### src/design/assert_macros.svh
// assertion helpers shared by the design files
// each macro samples on clk and is disabled while rst_n is low
`ifndef ASSERT_MACROS_SVH
`define ASSERT_MACROS_SVH

`ifndef SYNTHESIS
`define RRCT_ASSERT(lbl, prop) \
    lbl: assert property (@(posedge clk) disable iff (!rst_n) (prop)) \
        else $error("assertion failed")
`define RRCT_NEVER(lbl, expr) \
    lbl: assert property (@(posedge clk) disable iff (!rst_n) !(expr)) \
        else $error("forbidden condition seen")
`else
`define RRCT_ASSERT(lbl, prop)
`define RRCT_NEVER(lbl, expr)
`endif

`endif

### src/design/rrct_pkg.sv
// ----------------------------------------------------------------------------
// rrct_pkg
// shared types and constants of the ring reserve/commit tracker
// ----------------------------------------------------------------------------
package rrct_pkg;

    localparam int CMD_W  = 2;
    localparam int SIZE_W = 17;
    localparam int TK_W   = 5;
    localparam int POS_W  = 32;
    localparam int ST_W   = 3;
    localparam int OFF_W  = 16;
    localparam int RB_W   = 17;

    typedef enum logic [CMD_W-1:0] {
        CMD_RESERVE = 2'd0,
        CMD_COMMIT  = 2'd1,
        CMD_READ    = 2'd2,
        CMD_NONE    = 2'd3
    } cmd_t;

    typedef enum logic [ST_W-1:0] {
        ST_OK      = 3'd0,
        ST_FULL    = 3'd1,
        ST_BADSIZE = 3'd2,
        ST_EMPTY   = 3'd3,
        ST_OVERRUN = 3'd4
    } status_t;

    localparam logic [2:0] ADDR_RING_BYTES = 3'd0;

endpackage

### src/design/rrct_if.sv
// ----------------------------------------------------------------------------
// rrct_req_if / rrct_rsp_if
// valid/ready channels for requests and results
// ----------------------------------------------------------------------------
interface rrct_req_if;
    import rrct_pkg::*;

    logic                valid;
    logic                ready;
    logic [CMD_W-1:0]    cmd;
    logic [SIZE_W-1:0]   size;
    logic [TK_W-1:0]     ticket;
    logic [POS_W-1:0]    read_pos;

    modport source (output valid, cmd, size, ticket, read_pos, input ready);
    modport sink   (input valid, cmd, size, ticket, read_pos, output ready);
endinterface

interface rrct_rsp_if;
    import rrct_pkg::*;

    logic                valid;
    logic                ready;
    logic [ST_W-1:0]     status;
    logic [OFF_W-1:0]    offset;
    logic [SIZE_W-1:0]   length;
    logic [TK_W-1:0]     granted_ticket;
    logic [POS_W-1:0]    new_read_pos;

    modport source (output valid, status, offset, length, granted_ticket, new_read_pos,
                    input ready);
    modport sink   (input valid, status, offset, length, granted_ticket, new_read_pos,
                    output ready);
endinterface

### src/design/rrct_ram.sv
// ----------------------------------------------------------------------------
// rrct_ram
// simple dual port ram, one write and one registered read per cycle
// ----------------------------------------------------------------------------
module rrct_ram #(
    parameter int WIDTH = 17,
    parameter int DEPTH = 32
) (
    input  logic                     clk,
    input  logic                     we,
    input  logic [$clog2(DEPTH)-1:0] waddr,
    input  logic [WIDTH-1:0]         wdata,
    input  logic                     re,
    input  logic [$clog2(DEPTH)-1:0] raddr,
    output logic [WIDTH-1:0]         rdata
);
    logic [WIDTH-1:0] mem_reg [DEPTH];
    logic [WIDTH-1:0] rdata_reg;

    always_ff @(posedge clk)
    begin
        if (we)
        begin
            mem_reg[waddr] <= wdata;
        end
        if (re)
        begin
            rdata_reg <= mem_reg[raddr];
        end
    end

    assign rdata = rdata_reg;
endmodule

### src/design/rrct_mod.sv
// ----------------------------------------------------------------------------
// rrct_mod
// bit-serial restoring remainder: 32-bit position modulo ring size
// ----------------------------------------------------------------------------
module rrct_mod (
    input  logic                              clk,
    input  logic                              rst_n,
    input  logic                              start,
    input  logic [rrct_pkg::POS_W-1:0]        dividend,
    input  logic [rrct_pkg::RB_W-1:0]         divisor,
    output logic                              done,
    output logic [rrct_pkg::RB_W-1:0]         rem
);
    import rrct_pkg::*;
    `include "assert_macros.svh"

    logic [POS_W-1:0]          quo_reg;
    logic [RB_W-1:0]           rem_reg;
    logic [RB_W-1:0]           div_reg;
    logic [$clog2(POS_W)-1:0]  cnt_reg;
    logic                      busy_reg;
    logic                      done_reg;
    logic [RB_W:0]             shifted;
    logic [RB_W:0]             trial;
    logic                      take;

    // one remainder bit per cycle
    assign shifted = {rem_reg, quo_reg[POS_W-1]};
    assign trial   = shifted - {1'b0, div_reg};
    assign take    = shifted >= {1'b0, div_reg};

    always_ff @(posedge clk or negedge rst_n)
    begin
        if (!rst_n)
        begin
            busy_reg <= 1'b0;
            done_reg <= 1'b0;
            cnt_reg  <= '0;
        end
        else
        begin
            done_reg <= 1'b0;
            if (start)
            begin
                busy_reg <= 1'b1;
                cnt_reg  <= '0;
            end
            else if (busy_reg)
            begin
                cnt_reg <= cnt_reg + 1'b1;
                if (cnt_reg == ($clog2(POS_W))'(POS_W - 1))
                begin
                    busy_reg <= 1'b0;
                    done_reg <= 1'b1;
                end
            end
        end
    end

    // operand and remainder datapath
    always_ff @(posedge clk)
    begin
        if (start)
        begin
            quo_reg <= dividend;
            rem_reg <= '0;
            div_reg <= divisor;
        end
        else if (busy_reg)
        begin
            quo_reg <= {quo_reg[POS_W-2:0], 1'b0};
            rem_reg <= take ? trial[RB_W-1:0] : shifted[RB_W-1:0];
        end
    end

    assign done = done_reg;
    assign rem  = rem_reg;

    `RRCT_ASSERT(a_done_after_busy, done_reg |-> $past(busy_reg));
    `RRCT_NEVER(a_no_restart_busy, start && busy_reg);
    `RRCT_ASSERT(a_rem_below_div, done_reg |-> (rem_reg < div_reg));
endmodule

### src/design/ring_reserve_commit_tracker_core.sv
// ----------------------------------------------------------------------------
// ring_reserve_commit_tracker_core
// reserve/commit/read tracker for a byte ring with one shared modulo unit
// ----------------------------------------------------------------------------
// One request is handled at a time; req.ready is low from acceptance until
// the result has been taken from the output register. Every ring offset comes
// from one bit-serial modulo unit. A reserve uses it once (not when refused),
// a read twice (not when nothing is readable at once, once on overrun), and a
// commit once for each done ticket that the safe position moves over. The user
// must write ring_bytes through the APB port only while the block is idle; the
// block itself does not enforce it.
module ring_reserve_commit_tracker_core #(
    parameter int MAX_TICKETS    = 32,
    parameter int MAX_RING_BYTES = 65536
) (
    input  logic         clk,
    input  logic         rst_n,
    rrct_req_if.sink     req,
    rrct_rsp_if.source   rsp,
    input  logic         psel,
    input  logic         penable,
    input  logic         pwrite,
    input  logic [2:0]   paddr,
    input  logic [31:0]  pwdata,
    output logic [31:0]  prdata,
    output logic         pready
);
    import rrct_pkg::*;
    `include "assert_macros.svh"

    localparam int IW = $clog2(MAX_TICKETS);
    localparam int TW = $clog2(MAX_TICKETS + 1);
    localparam int CW = (TW > TK_W) ? TW : TK_W;
    localparam int RB_MAXV  = (1 << RB_W) - 1;
    localparam int RB_CLAMP = (MAX_RING_BYTES > RB_MAXV) ? RB_MAXV : MAX_RING_BYTES;
    localparam int RB_RESET = (MAX_RING_BYTES > 65536) ? 65536 : MAX_RING_BYTES;

    typedef enum logic [7:0] {
        S_IDLE    = 8'b0000_0001,
        S_RES_MOD = 8'b0000_0010,
        S_CM_WALK = 8'b0000_0100,
        S_CM_MOD  = 8'b0000_1000,
        S_RD_MOD  = 8'b0001_0000,
        S_RD_ADJ  = 8'b0010_0000,
        S_RD_CHK  = 8'b0100_0000,
        S_RD_WMOD = 8'b1000_0000
    } state_t;

    state_t             state_reg;
    logic [RB_W-1:0]    rb_reg;
    logic [POS_W-1:0]   alloc_reg;
    logic [POS_W-1:0]   safe_reg;
    logic [RB_W-1:0]    gap_reg;
    logic [TW-1:0]      head_reg;
    logic [TW-1:0]      tail_reg;
    logic               done_reg [MAX_TICKETS];
    logic [SIZE_W-1:0]  size_reg;
    logic [POS_W-1:0]   rp_reg;
    logic [RB_W-1:0]    ri_reg;
    logic               out_valid_reg;
    logic [ST_W-1:0]    st_reg;
    logic [OFF_W-1:0]   off_reg;
    logic [SIZE_W-1:0]  len_reg;
    logic [TK_W-1:0]    gt_reg;
    logic [POS_W-1:0]   nrp_reg;

    logic               accept;
    logic               cfg_wr;
    logic [RB_W-1:0]    cfg_val;
    logic               mod_start;
    logic [POS_W-1:0]   mod_arg;
    logic               mod_done;
    logic [RB_W-1:0]    mod_rem;
    logic               ram_we;
    logic               ram_re;
    logic [SIZE_W-1:0]  ram_rdata;
    logic [CW-1:0]      tk_ext;
    logic               tk_live;
    logic               walk_go;
    logic               fits;
    logic [RB_W:0]      step;
    logic [SIZE_W-1:0]  walk_size;
    logic [POS_W-1:0]   rd_diff;
    logic [RB_W-1:0]    limit;

    assign accept = req.valid && req.ready;
    assign req.ready = (state_reg == S_IDLE) && !out_valid_reg;

    // apb register port
    assign pready = 1'b1;
    assign cfg_wr = psel && penable && pwrite && (paddr[2] == ADDR_RING_BYTES[2]);
    assign prdata = (paddr[2] == ADDR_RING_BYTES[2]) ? {{(32-RB_W){1'b0}}, rb_reg} : '0;

    always_comb
    begin
        cfg_val = pwdata[RB_W-1:0];
        if (cfg_val == '0)
        begin
            cfg_val = RB_W'(1);
        end
        else if ({8'b0, cfg_val} > 25'(RB_CLAMP))
        begin
            cfg_val = RB_W'(RB_CLAMP);
        end
    end

    // commit ticket range check
    assign tk_ext  = CW'(req.ticket);
    assign tk_live = (tk_ext < CW'(MAX_TICKETS)) && (tk_ext >= CW'(head_reg))
                   && (tk_ext < CW'(tail_reg));

    assign walk_go = (head_reg < tail_reg) && done_reg[head_reg[IW-1:0]];

    // span placement shared by reserve and commit walk
    assign walk_size = (state_reg == S_CM_MOD) ? ram_rdata : size_reg;
    assign fits = ({1'b0, mod_rem} + {1'b0, walk_size}) <= {1'b0, rb_reg};
    assign step = fits ? {1'b0, walk_size}
                       : ({1'b0, rb_reg} - {1'b0, mod_rem} + {1'b0, walk_size});

    assign rd_diff = alloc_reg - rp_reg;
    assign limit   = (rb_reg >= gap_reg) ? (rb_reg - gap_reg) : '0;

    // modulo unit operand select
    always_comb
    begin
        mod_start = 1'b0;
        mod_arg   = alloc_reg;
        case (state_reg)
            S_IDLE:
            begin
                if (accept && req.cmd == CMD_RESERVE && req.size != '0
                    && req.size <= rb_reg && tail_reg != TW'(MAX_TICKETS))
                begin
                    mod_start = 1'b1;
                    mod_arg   = alloc_reg;
                end
                else if (accept && req.cmd == CMD_READ
                         && (req.read_pos - safe_reg) >= 32'h8000_0000)
                begin
                    mod_start = 1'b1;
                    mod_arg   = req.read_pos;
                end
            end
            S_CM_WALK:
            begin
                mod_start = walk_go;
                mod_arg   = safe_reg;
            end
            S_RD_CHK:
            begin
                mod_start = !(rd_diff > POS_W'(rb_reg));
                mod_arg   = safe_reg;
            end
            default:
            begin
                mod_start = 1'b0;
                mod_arg   = alloc_reg;
            end
        endcase
    end

    assign ram_we = (state_reg == S_RES_MOD) && mod_done;
    assign ram_re = (state_reg == S_CM_WALK) && walk_go;

    rrct_ram #(
        .WIDTH (SIZE_W),
        .DEPTH (MAX_TICKETS)
    ) u_sizes (
        .clk   (clk),
        .we    (ram_we),
        .waddr (tail_reg[IW-1:0]),
        .wdata (size_reg),
        .re    (ram_re),
        .raddr (head_reg[IW-1:0]),
        .rdata (ram_rdata)
    );

    rrct_mod u_mod (
        .clk      (clk),
        .rst_n    (rst_n),
        .start    (mod_start),
        .dividend (mod_arg),
        .divisor  (rb_reg),
        .done     (mod_done),
        .rem      (mod_rem)
    );

    // sequencer and tracker state
    always_ff @(posedge clk or negedge rst_n)
    begin
        if (!rst_n)
        begin
            state_reg     <= S_IDLE;
            rb_reg        <= RB_W'(RB_RESET);
            alloc_reg     <= '0;
            safe_reg      <= '0;
            gap_reg       <= '0;
            head_reg      <= '0;
            tail_reg      <= '0;
            out_valid_reg <= 1'b0;
            for (int i = 0; i < MAX_TICKETS; i++)
            begin
                done_reg[i] <= 1'b0;
            end
        end
        else
        begin
            if (rsp.valid && rsp.ready)
            begin
                out_valid_reg <= 1'b0;
            end
            if (cfg_wr)
            begin
                rb_reg <= cfg_val;
            end
            case (state_reg)
                S_IDLE:
                begin
                    if (accept)
                    begin
                        size_reg <= req.size;
                        rp_reg   <= req.read_pos;
                        st_reg   <= ST_OK;
                        off_reg  <= '0;
                        len_reg  <= '0;
                        gt_reg   <= '0;
                        nrp_reg  <= '0;
                        case (req.cmd)
                            CMD_RESERVE:
                            begin
                                if (req.size == '0 || req.size > rb_reg)
                                begin
                                    st_reg        <= ST_BADSIZE;
                                    out_valid_reg <= 1'b1;
                                end
                                else if (tail_reg == TW'(MAX_TICKETS))
                                begin
                                    st_reg        <= ST_FULL;
                                    out_valid_reg <= 1'b1;
                                end
                                else
                                begin
                                    state_reg <= S_RES_MOD;
                                end
                            end
                            CMD_COMMIT:
                            begin
                                if (tk_live)
                                begin
                                    done_reg[IW'(req.ticket)] <= 1'b1;
                                end
                                state_reg <= S_CM_WALK;
                            end
                            CMD_READ:
                            begin
                                if ((req.read_pos - safe_reg) < 32'h8000_0000)
                                begin
                                    st_reg        <= ST_EMPTY;
                                    nrp_reg       <= req.read_pos;
                                    out_valid_reg <= 1'b1;
                                end
                                else
                                begin
                                    state_reg <= S_RD_MOD;
                                end
                            end
                            default:
                            begin
                                out_valid_reg <= 1'b1;
                            end
                        endcase
                    end
                end
                S_RES_MOD:
                begin
                    if (mod_done)
                    begin
                        alloc_reg <= alloc_reg + POS_W'(step);
                        if (!fits)
                        begin
                            gap_reg <= rb_reg - mod_rem;
                            off_reg <= '0;
                        end
                        else
                        begin
                            off_reg <= OFF_W'(mod_rem);
                        end
                        done_reg[tail_reg[IW-1:0]] <= 1'b0;
                        gt_reg        <= TK_W'(tail_reg);
                        tail_reg      <= tail_reg + 1'b1;
                        out_valid_reg <= 1'b1;
                        state_reg     <= S_IDLE;
                    end
                end
                S_CM_WALK:
                begin
                    if (walk_go)
                    begin
                        state_reg <= S_CM_MOD;
                    end
                    else
                    begin
                        if (head_reg == tail_reg)
                        begin
                            head_reg <= '0;
                            tail_reg <= '0;
                        end
                        out_valid_reg <= 1'b1;
                        state_reg     <= S_IDLE;
                    end
                end
                S_CM_MOD:
                begin
                    if (mod_done)
                    begin
                        safe_reg  <= safe_reg + POS_W'(step);
                        head_reg  <= head_reg + 1'b1;
                        state_reg <= S_CM_WALK;
                    end
                end
                S_RD_MOD:
                begin
                    if (mod_done)
                    begin
                        ri_reg    <= mod_rem;
                        state_reg <= S_RD_ADJ;
                    end
                end
                S_RD_ADJ:
                begin
                    // reader at the start of the padding skips to the next lap
                    if ((rb_reg - ri_reg) == gap_reg)
                    begin
                        rp_reg <= rp_reg + POS_W'(gap_reg);
                        ri_reg <= '0;
                    end
                    state_reg <= S_RD_CHK;
                end
                S_RD_CHK:
                begin
                    if (rd_diff > POS_W'(rb_reg))
                    begin
                        st_reg        <= ST_OVERRUN;
                        nrp_reg       <= rp_reg;
                        out_valid_reg <= 1'b1;
                        state_reg     <= S_IDLE;
                    end
                    else
                    begin
                        state_reg <= S_RD_WMOD;
                    end
                end
                S_RD_WMOD:
                begin
                    if (mod_done)
                    begin
                        if (ri_reg < mod_rem)
                        begin
                            off_reg <= OFF_W'(ri_reg);
                            len_reg <= mod_rem - ri_reg;
                            nrp_reg <= rp_reg + POS_W'(mod_rem - ri_reg);
                        end
                        else if (ri_reg >= limit)
                        begin
                            st_reg  <= ST_EMPTY;
                            nrp_reg <= rp_reg;
                        end
                        else
                        begin
                            off_reg <= OFF_W'(ri_reg);
                            len_reg <= limit - ri_reg;
                            nrp_reg <= rp_reg + POS_W'(limit - ri_reg);
                        end
                        out_valid_reg <= 1'b1;
                        state_reg     <= S_IDLE;
                    end
                end
                default:
                begin
                    state_reg <= S_IDLE;
                end
            endcase
        end
    end

    // result channel
    assign rsp.valid          = out_valid_reg;
    assign rsp.status         = st_reg;
    assign rsp.offset         = off_reg;
    assign rsp.length         = len_reg;
    assign rsp.granted_ticket = gt_reg;
    assign rsp.new_read_pos   = nrp_reg;

    `RRCT_ASSERT(a_queue_order, (head_reg <= tail_reg) && (tail_reg <= TW'(MAX_TICKETS)));
    `RRCT_ASSERT(a_result_ends_item, $rose(out_valid_reg) |-> (state_reg == S_IDLE));
    `RRCT_ASSERT(a_mod_done_waiting,
        mod_done |-> (state_reg == S_RES_MOD || state_reg == S_CM_MOD
                      || state_reg == S_RD_MOD || state_reg == S_RD_WMOD));
    `RRCT_ASSERT(a_head_moves_on_done,
        (head_reg != $past(head_reg) && head_reg != '0) |-> $past(mod_done));
endmodule

### src/flat_wrapper.sv
// flat-port wrapper written by rule: the top's interface ports become plain ports
module ring_reserve_commit_tracker_core_flat import rrct_pkg::*;
#(
    parameter int MAX_TICKETS    = 32,
    parameter int MAX_RING_BYTES = 65536
)
  (clk, rst_n, psel, penable, pwrite, paddr, pwdata, prdata, pready, req_valid, req_cmd, req_size, req_ticket, req_read_pos, req_ready, rsp_valid, rsp_status, rsp_offset, rsp_length, rsp_granted_ticket, rsp_new_read_pos, rsp_ready);
  rrct_req_if req_i ();
  rrct_rsp_if rsp_i ();
  input  logic clk;
  input  logic rst_n;
  input  logic psel;
  input  logic penable;
  input  logic pwrite;
  input  logic [2:0] paddr;
  input  logic [31:0] pwdata;
  output logic [31:0] prdata;
  output logic pready;
  input wire logic [$bits(req_i.valid)-1:0] req_valid;
  input wire logic [$bits(req_i.cmd)-1:0] req_cmd;
  input wire logic [$bits(req_i.size)-1:0] req_size;
  input wire logic [$bits(req_i.ticket)-1:0] req_ticket;
  input wire logic [$bits(req_i.read_pos)-1:0] req_read_pos;
  output wire logic [$bits(req_i.ready)-1:0] req_ready;
  output wire logic [$bits(rsp_i.valid)-1:0] rsp_valid;
  output wire logic [$bits(rsp_i.status)-1:0] rsp_status;
  output wire logic [$bits(rsp_i.offset)-1:0] rsp_offset;
  output wire logic [$bits(rsp_i.length)-1:0] rsp_length;
  output wire logic [$bits(rsp_i.granted_ticket)-1:0] rsp_granted_ticket;
  output wire logic [$bits(rsp_i.new_read_pos)-1:0] rsp_new_read_pos;
  input wire logic [$bits(rsp_i.ready)-1:0] rsp_ready;
  assign req_i.valid = req_valid;
  assign req_i.cmd = req_cmd;
  assign req_i.size = req_size;
  assign req_i.ticket = req_ticket;
  assign req_i.read_pos = req_read_pos;
  assign req_ready = req_i.ready;
  assign rsp_valid = rsp_i.valid;
  assign rsp_status = rsp_i.status;
  assign rsp_offset = rsp_i.offset;
  assign rsp_length = rsp_i.length;
  assign rsp_granted_ticket = rsp_i.granted_ticket;
  assign rsp_new_read_pos = rsp_i.new_read_pos;
  assign rsp_i.ready = rsp_ready;
  ring_reserve_commit_tracker_core #(.MAX_TICKETS(MAX_TICKETS), .MAX_RING_BYTES(MAX_RING_BYTES)) u_core (.clk(clk), .rst_n(rst_n), .req(req_i), .rsp(rsp_i), .psel(psel), .penable(penable), .pwrite(pwrite), .paddr(paddr), .pwdata(pwdata), .prdata(prdata), .pready(pready));
endmodule
### config.mk
export PLATFORM = sky130hd
export DESIGN_NAME = ring_reserve_commit_tracker_core_flat
export DESIGN_NICKNAME = d
export VERILOG_FILES = /design/src/design/rrct_pkg.sv /design/src/design/rrct_if.sv /design/src/design/rrct_ram.sv /design/src/design/rrct_mod.sv /design/src/design/ring_reserve_commit_tracker_core.sv /design/src/flat_wrapper.sv
export VERILOG_INCLUDE_DIRS = /design/src /design/src/design
export SDC_FILE = /design/constraint.sdc
export NUM_CORES = 2
export LEC_CHECK = 0
export BUFFER_PORTS_ARGS = -buffer_cell sky130_fd_sc_hd__buf_2
export CORE_ASPECT_RATIO = 0.6
export CORE_MARGIN = 4
export CORE_UTILIZATION = 63
export DETAILED_ROUTE_END_ITERATION = 16
export GPL_TIMING_DRIVEN = 0
export PLACE_DENSITY_LB_ADDON = 0.3
export REMOVE_ABC_BUFFERS = 1
export SLEW_MARGIN = 30
export SYNTH_ARGS = -nofsm -noshare
export SYNTH_HDL_FRONTEND = slang
export SYNTH_HIERARCHICAL = 1
export SYNTH_SLANG_ARGS = --single-unit
export TNS_END_PERCENT = 1
### constraint.sdc
create_clock -name clk -period 10.16 [get_ports clk]
set_clock_uncertainty 0.05 [all_clocks]
set_input_delay 2.032 -clock clk [delete_from_list [all_inputs] [get_ports clk]]
set_output_delay 2.032 -clock clk [all_outputs]
set_load 0.01 [all_outputs]
Word-level counts from Yosys, hierarchy flattened
Memories as Yosys holds them, arrays and structs flattened. A register that Yosys moved wholly into a read port is not among the register bits.
Cells that the tools add are included.
Widths: inputs -> output; s select.
{"block": "op_classes", "addsub": 21, "n_lt_le_gt_ge": 20, "n_eq_ne": 34, "mux": 103, "n_bitwise": 8, "n_reduce_logical": 52}
{"cell": "$mux 32", "n": 17}
{"cell": "$mux 17", "n": 12}
{"cell": "$pmux 32 s2", "n": 3}
{"cell": "$sub 17x17->17", "n": 6}
{"cell": "$mux 16", "n": 6}
{"cell": "$pmux 32 s3", "n": 1}
{"cell": "$pmux 17 s2", "n": 2}
{"cell": "$add 32x18->32", "n": 2}
{"cell": "$add 32x32->32", "n": 2}
{"cell": "$mux 8", "n": 8}
{"cell": "$sub 32x32->32", "n": 2}
{"cell": "$pmux 8 s7", "n": 1}
{"cell": "$sub 17x17->18", "n": 3}
{"cell": "$pmux 16 s3", "n": 1}
{"cell": "$ge 17x17->1", "n": 2}
{"cell": "$logic_not 17->1", "n": 2}
{"cell": "$add 32x17->32", "n": 1}
{"cell": "$and 32x32->32", "n": 1}
{"cell": "$ge 32x32->1 const B", "n": 1}
{"cell": "$gt 32x17->1", "n": 1}
{"cell": "$lt 32x32->1 const B", "n": 1}
{"cell": "$not 32->32", "n": 1}
{"cell": "$or 32x32->32", "n": 1}
{"cell": "$mux 6", "n": 4}
{"cell": "68 further kinds", "n": 157}
{"block": "word_totals", "regBits": 363, "ramBits": 544, "output_inout_bits": 108, "n_memories": 1}
{"name": "u_core.u_sizes.mem_reg", "depth": 32, "width": 17, "read_ports": 1, "rd_clocked_by_memory_dff": 1, "write_ports": 1, "line": "rrct_ram.sv:17", "rtl": "logic [WIDTH-1:0] mem_reg [DEPTH];"}

Depth between registers and ports, before layout
{"block": "logic_depth", "word_depth": 10, "ltp_mapped": 47}

Modules after synthesis
Netlist, hierarchy kept.
{"module": "ring_reserve_commit_tracker_core", "n_inst": 1, "cells_per_inst": 3575, "area_per_inst_um2": 30407.9, "seq_area_each_um2": 7955.1}
{"module": "rrct_ram", "n_inst": 1, "cells_per_inst": 1212, "area_per_inst_um2": 21907.3, "seq_area_each_um2": 16846.2}
{"module": "rrct_mod", "n_inst": 1, "cells_per_inst": 324, "area_per_inst_um2": 3849.9, "seq_area_each_um2": 1986.9}

Least setup slack after synthesis
Ideal clock, no wire load.
{"block": "synth_timing", "path_kind": "register to register", "start": "register u_core.state_reg[4]", "end": "register u_core.alloc_reg[24]", "setup_ps": 79, "t_arrival_ps": 8625, "required_ps": 10031, "path_slack_ps": 1406, "stages_incl_launch_ff": 47, "n_path_buf": 2, "period_less_slack_ps": 8754, "cell_sequence": "dfrtp_1 -> nor2_1 -> nand2_1 -> nor3_1 -> nand3b_1 -> inv_1 -> buf_1 -> nand2_1 -> nand2_1 -> ha_1 -> inv_1 -> fa_1 -> nor2b_1 -> o21ai_0 -> a21boi_0 -> o21ai_0 -> a21boi_0 -> o21ai_0 -> [... 11 more ...] -> clkbuf_1 -> nor2_1 -> a21oi_1 -> ha_1 -> inv_1 -> fa_1 -> nor2b_1 -> o21ai_0 -> a21boi_0 -> o21ai_0 -> a21boi_0 -> o2111ai_1 -> a31oi_1 -> a2111oi_0 -> o21bai_1 -> a21oi_1 -> nor4b_1 -> xor2_1"}
{"block": "synth_via", "elab_chain_cells": 6, "word_cells_on_any_way": 9, "cone_classes": "add/sub (3); order compare (1); eq/ne (2); mux (2); reduce/logical (1)"}
{"item": "start, declared", "line": "ring_reserve_commit_tracker_core.sv:49", "rtl": "state_t state_reg;"}
{"item": "start signal, assigned", "line": "ring_reserve_commit_tracker_core.sv:193", "rtl": "state_reg <= S_IDLE;"}
{"item": "start signal, assigned", "line": "ring_reserve_commit_tracker_core.sv:243", "rtl": "state_reg <= S_RES_MOD;"}
{"item": "start signal, assigned", "line": "ring_reserve_commit_tracker_core.sv:252", "rtl": "state_reg <= S_CM_WALK;"}
{"item": "$eq 8x4->1", "line": "ring_reserve_commit_tracker_core.sv:115", "rtl": "assign walk_size = (state_reg == S_CM_MOD) ? ram_rdata : size_reg;"}
{"item": "$mux 17", "line": "ring_reserve_commit_tracker_core.sv:115"}
{"item": "$add 17x17->18", "line": "ring_reserve_commit_tracker_core.sv:116", "rtl": "assign fits = ({1'b0, mod_rem} + {1'b0, walk_size}) <= {1'b0, rb_reg};"}
{"item": "$le 18x17->1", "line": "ring_reserve_commit_tracker_core.sv:116"}
{"item": "$mux 18", "line": "ring_reserve_commit_tracker_core.sv:117", "rtl": "assign step = fits ? {1'b0, walk_size}"}
{"item": "$add 32x18->32", "line": "ring_reserve_commit_tracker_core.sv:278", "rtl": "alloc_reg <= alloc_reg + POS_W'(step);"}
{"item": "end signal, assigned", "line": "ring_reserve_commit_tracker_core.sv:278"}
{"item": "end, declared", "line": "ring_reserve_commit_tracker_core.sv:51", "rtl": "logic [POS_W-1:0] alloc_reg;"}
Parallel ways exist; a longest one is shown, timed or not.
A chain may end at the register's enable or synchronous reset.

Worst setup path in the final report
{"block": "layout_timing", "start": "register u_core.state_reg[0]", "end": "register u_core.safe_reg[30]"}
{"block": "layout_via", "elab_chain_cells": 6, "word_cells_on_any_way": 8, "cone_classes": "add/sub (3); order compare (1); eq/ne (1); mux (2); reduce/logical (1)"}
{"item": "$eq 8x4->1 *", "line": "ring_reserve_commit_tracker_core.sv:115, ring_reserve_commit_tracker_core.sv:216"}
{"item": "$mux 17", "line": "ring_reserve_commit_tracker_core.sv:115"}
{"item": "$add 17x17->18", "line": "ring_reserve_commit_tracker_core.sv:116"}
{"item": "$le 18x17->1", "line": "ring_reserve_commit_tracker_core.sv:116"}
{"item": "$mux 18", "line": "ring_reserve_commit_tracker_core.sv:117"}
{"item": "$add 32x18->32", "line": "ring_reserve_commit_tracker_core.sv:316", "rtl": "safe_reg <= safe_reg + POS_W'(step);"}
{"item": "end signal, assigned", "line": "ring_reserve_commit_tracker_core.sv:316"}
{"item": "end, declared", "line": "ring_reserve_commit_tracker_core.sv:52", "rtl": "logic [POS_W-1:0] safe_reg;"}
Mark *: on every way between the ends. The rest lies on a longest branch, timed or not.

==> flow_metrics.py <==
metrics = {
    "timing": {
        "worst_slew_pin_slew_ns": 1.08,
        "slew_headroom_pct": 27.6,
        "setup_violations": 0,
        "rsz0062_at_grt": "yes",
        "tns_ns": 0,
        "period_minus_slack_ns": 9.87,
        "hold_viol": 0,
        "fmax_mhz": 101,
        "fin_ws_ns": 0.290,
        "fin_hold_ws_ns": 0.455,
        "slew_viol_final": 0,
        "period_share_pct": 97.1,
    },
    "yosys": {
        "synth_ff_type": "edfxtp_1",
        "syn_area_um2": 56200,
        "synthTopCellsByArea": "edfxtp_1 40%, ha_1 9.0%, dfrtp_1 7.0%",
        "synth.top_cell.area_share_pct": 40.0,
        "synth-edff-count": 749,
        "synthArstFlopShare_pct": 17.1,
        "yosysUniqueCellTypes": 103,
        "postSynthCellCount": 5111,
        "synth_warnings": 6,
        "ys_seq_elements": 924,
        "syn_avg_cell_area_um2": 11.0,
        "synth-seq-area-share_pct": 47.7,
        "synth_top_cell_by_area": "edfxtp_1",
    },
    "placement": {
        "place_ws_ns": -1.22,
        "dp_hpwl_um": 124000,
        "io_buffers": 172,
        "place.gp.congestion": 0.971,
    },
    "routing": {
        "wl_per_cell_um": 26.5,
        "drc": 0,
        "drt_iter0_drc": 6142,
        "wirelength_met1_um": 71500,
        "drtAntennaViolNets": 0,
        "routed-wl-met2_um": 68700,
        "vias_per_cell": 6.77,
        "drt-total-wl_um": 173000,
        "met3_length_um": 27100,
        "dr.pass1.iters": 6,
        "top_layer_used": "met4",
        "via_count": 44100,
    },
    "clock_network": {
        "cts_tree": "done",
        "htree_num_levels": 3,
        "cts_root_buf": "clkbuf_16",
        "insertion_delay_ns": 0.70,
        "clkSinkCount": 924,
        "cts_buffers": 85,
        "clockBufferDepth": 3,
        "clkSlewWorstSetupHoldPaths_ns": 0.07,
        "hold_buffers": 0,
    },
    "setup_path": {
        "crit_path_top_delay_cell": "dfstp_2",
        "worstSetupPathType": "reg2reg",
        "worstPathArrival_ns": 10.39,
        "reg2reg_depth": 47,
        "startpoint": "u_core/state_reg[0]",
        "r2r_start": "u_core/state_reg[0]",
        "cp_max_fo": 24,
        "cpMostUsedCell": "o21ai_0",
        "endpoint": "u_core/safe_reg[30]",
        "r2r-end": "u_core/safe_reg[30]",
        "critPathCaptureType": "register",
        "reg2reg_slack_ns": 0.29,
        "critical_path.max_stage_delay_ns": 0.58,
        "start_kind": "register",
        "required_ns": 10.68,
    },
    "cells_and_area": {
        "final_common_cell": "edfxtp_1",
        "syn_to_final_growth_pct": 11.9,
        "n_fill_cell": 5994,
        "num_antenna_cells": 0,
        "nNetsFinal": 5822,
        "largest_reg_flops": 544,
        "most-common-layout-cells": "749 x edfxtp_1, 402 x ha_1, 337 x nand2_1, 318 x mux2i_1, 314 x a21oi_1",
        "multi_input_area_um2": 27700,
        "seqCellArea_um2": 26800,
        "drive_gt1_share_pct": 11.4,
    },
    "global_route": {
        "grt_pass1_wl_um": 257000,
        "antenna_found_initial": 3,
        "overflow": 0,
        "grt_usage_pct": 35.8,
        "grt_max_degree": 75,
        "grt_pass1_vias": 41400,
    },
    "flow_run": {
        "maxCapViolations": 0,
    },
    "pwr": {
        "p_leak_uw": 0.0246,
        "swShare_pct": 41.5,
        "vdd_drop_max_uv": 229,
        "p_seq_share_pct": 30.1,
        "clkPwrFrac_pct": 20.9,
        "p_comb_share_pct": 49.1,
        "cellPowerDensity_nw_per_um2": 258,
        "p_int_uw": 9470,
        "switching_power_uw": 6720,
    },
    "outcome": {
        "status": "finished clean",
    },
    "floorplan": {
        "die_w_um": 393,
        "rows": 84,
        "die_h_um": 239,
        "io_pins": 206,
        "start_util_pct": 63.8,
        "coreArea_um2": 88000,
        "dieArea_um2": 94100,
    },
    "min_path": {
        "hold_path_class": "reg2reg",
        "min-delay-start": "u_core/done_reg[23]",
    },
}
## kinds of logic after synthesis
kind of cell,share of synthesized area [%]
adder cells (fa/ha/maj),10.1
XOR/XNOR,4.58
AO/OA/AOI/OAI,16.1
flip-flops,47.7
buffers and inverters,4.08
AND/OR/NAND/NOR,10.5
other,0.0134
multiplexers,6.89
## worst min-delay path by stage
| stage | endpoint | cells past startpoint |
|---|---|---|
| finish | u_core/done_reg[23] | 1 |
| detailed placement | u_core/done_reg[7] | 1 |
| floorplan | u_core/done_reg[8] | 1 |
| global placement | u_core/done_reg[7] | 1 |
| global route | u_core/done_reg[23] | 1 |
| CTS | u_core/done_reg[25] | 1 |
## metrics by stage
| stage | std cells | area, um2 | util, % | power (uW) |
|---|---|---|---|---|
| 2_1_floorplan | 4922 | 55100 | - | 10200 |
| 3_3_place_gp | 6255 | 57400 | 65.3 | 12000 |
| 3_5_place_dp | 6343 | 59600 | 67.8 | 12400 |
| 4_1_cts | 6507 | 62600 | 71.2 | 15800 |
| 5_1_grt | 6522 | 62900 | 71.5 | 17000 |
| 6_report | 6522 | 62900 | 71.5 | 16200 |
## power by group through the flow
| stage | clock network [uW] | registers, uW | logic (uW) |
|---|---|---|---|
| floorplan | 0 | 4720 | 5510 |
| global placement | 0 | 4960 | 7070 |
| detailed placement | 0 | 4930 | 7450 |
| CTS | 3400 | 4850 | 7570 |
| global route | 3560 | 4870 | 8620 |
| finish | 3380 | 4870 | 7950 |
## layer usage
metal	vias up	global-route usage, %
met5	-	0
met4	0	10.3
met3	341	13.0
met2	2983	48.5
met1	21400	53.9
li1	19500	-
## worst max-delay path, delay by kind of cell, from the launching register on
family                   cells  cell delay [ns]
AO/OA/AOI/OAI               21             4.62
XOR/XNOR                     2             0.27
adder cells (fa/ha/maj)      5             1.52
buffers and inverters        5             0.74
flip-flops                   1             0.58
AND/OR/NAND/NOR             14             1.95
## synthesized netlist by cell type (57+ instances only)
cell type  instances
a21o_1           133
a21oi_1          322
a22o_1           109
a22oi_1           77
a31oi_1           57
clkbuf_1         107
dfrtp_1          156
edfxtp_1         749
ha_1             402
inv_1            314
mux2i_1          318
nand2_1          341
nand3_1          119
nand4_1           65
nor2_1           294
nor3_1           102
o21ai_0          280
xnor2_1          190
xor2_1           100
## what timing repair did
item                                    CTS  global route
endpoints found under the setup margin   45            37
gates resized for setup                  12            27
pin swaps                                 2            12
cloned                                    0             0
buffers inserted                          7             8
## layout make-up
cell class / count / share of cell area [%]
clock buffer: 107 / 3.60
multi-input combinational: 3683 / 44.0
sequential: 924 / 42.6
timing repair buffer: 282 / 4.60
tap: 1161 / 2.31
inverter: 315 / 1.89
clock inverter: 50 / 0.975
(Power assumes the default switching activity.)
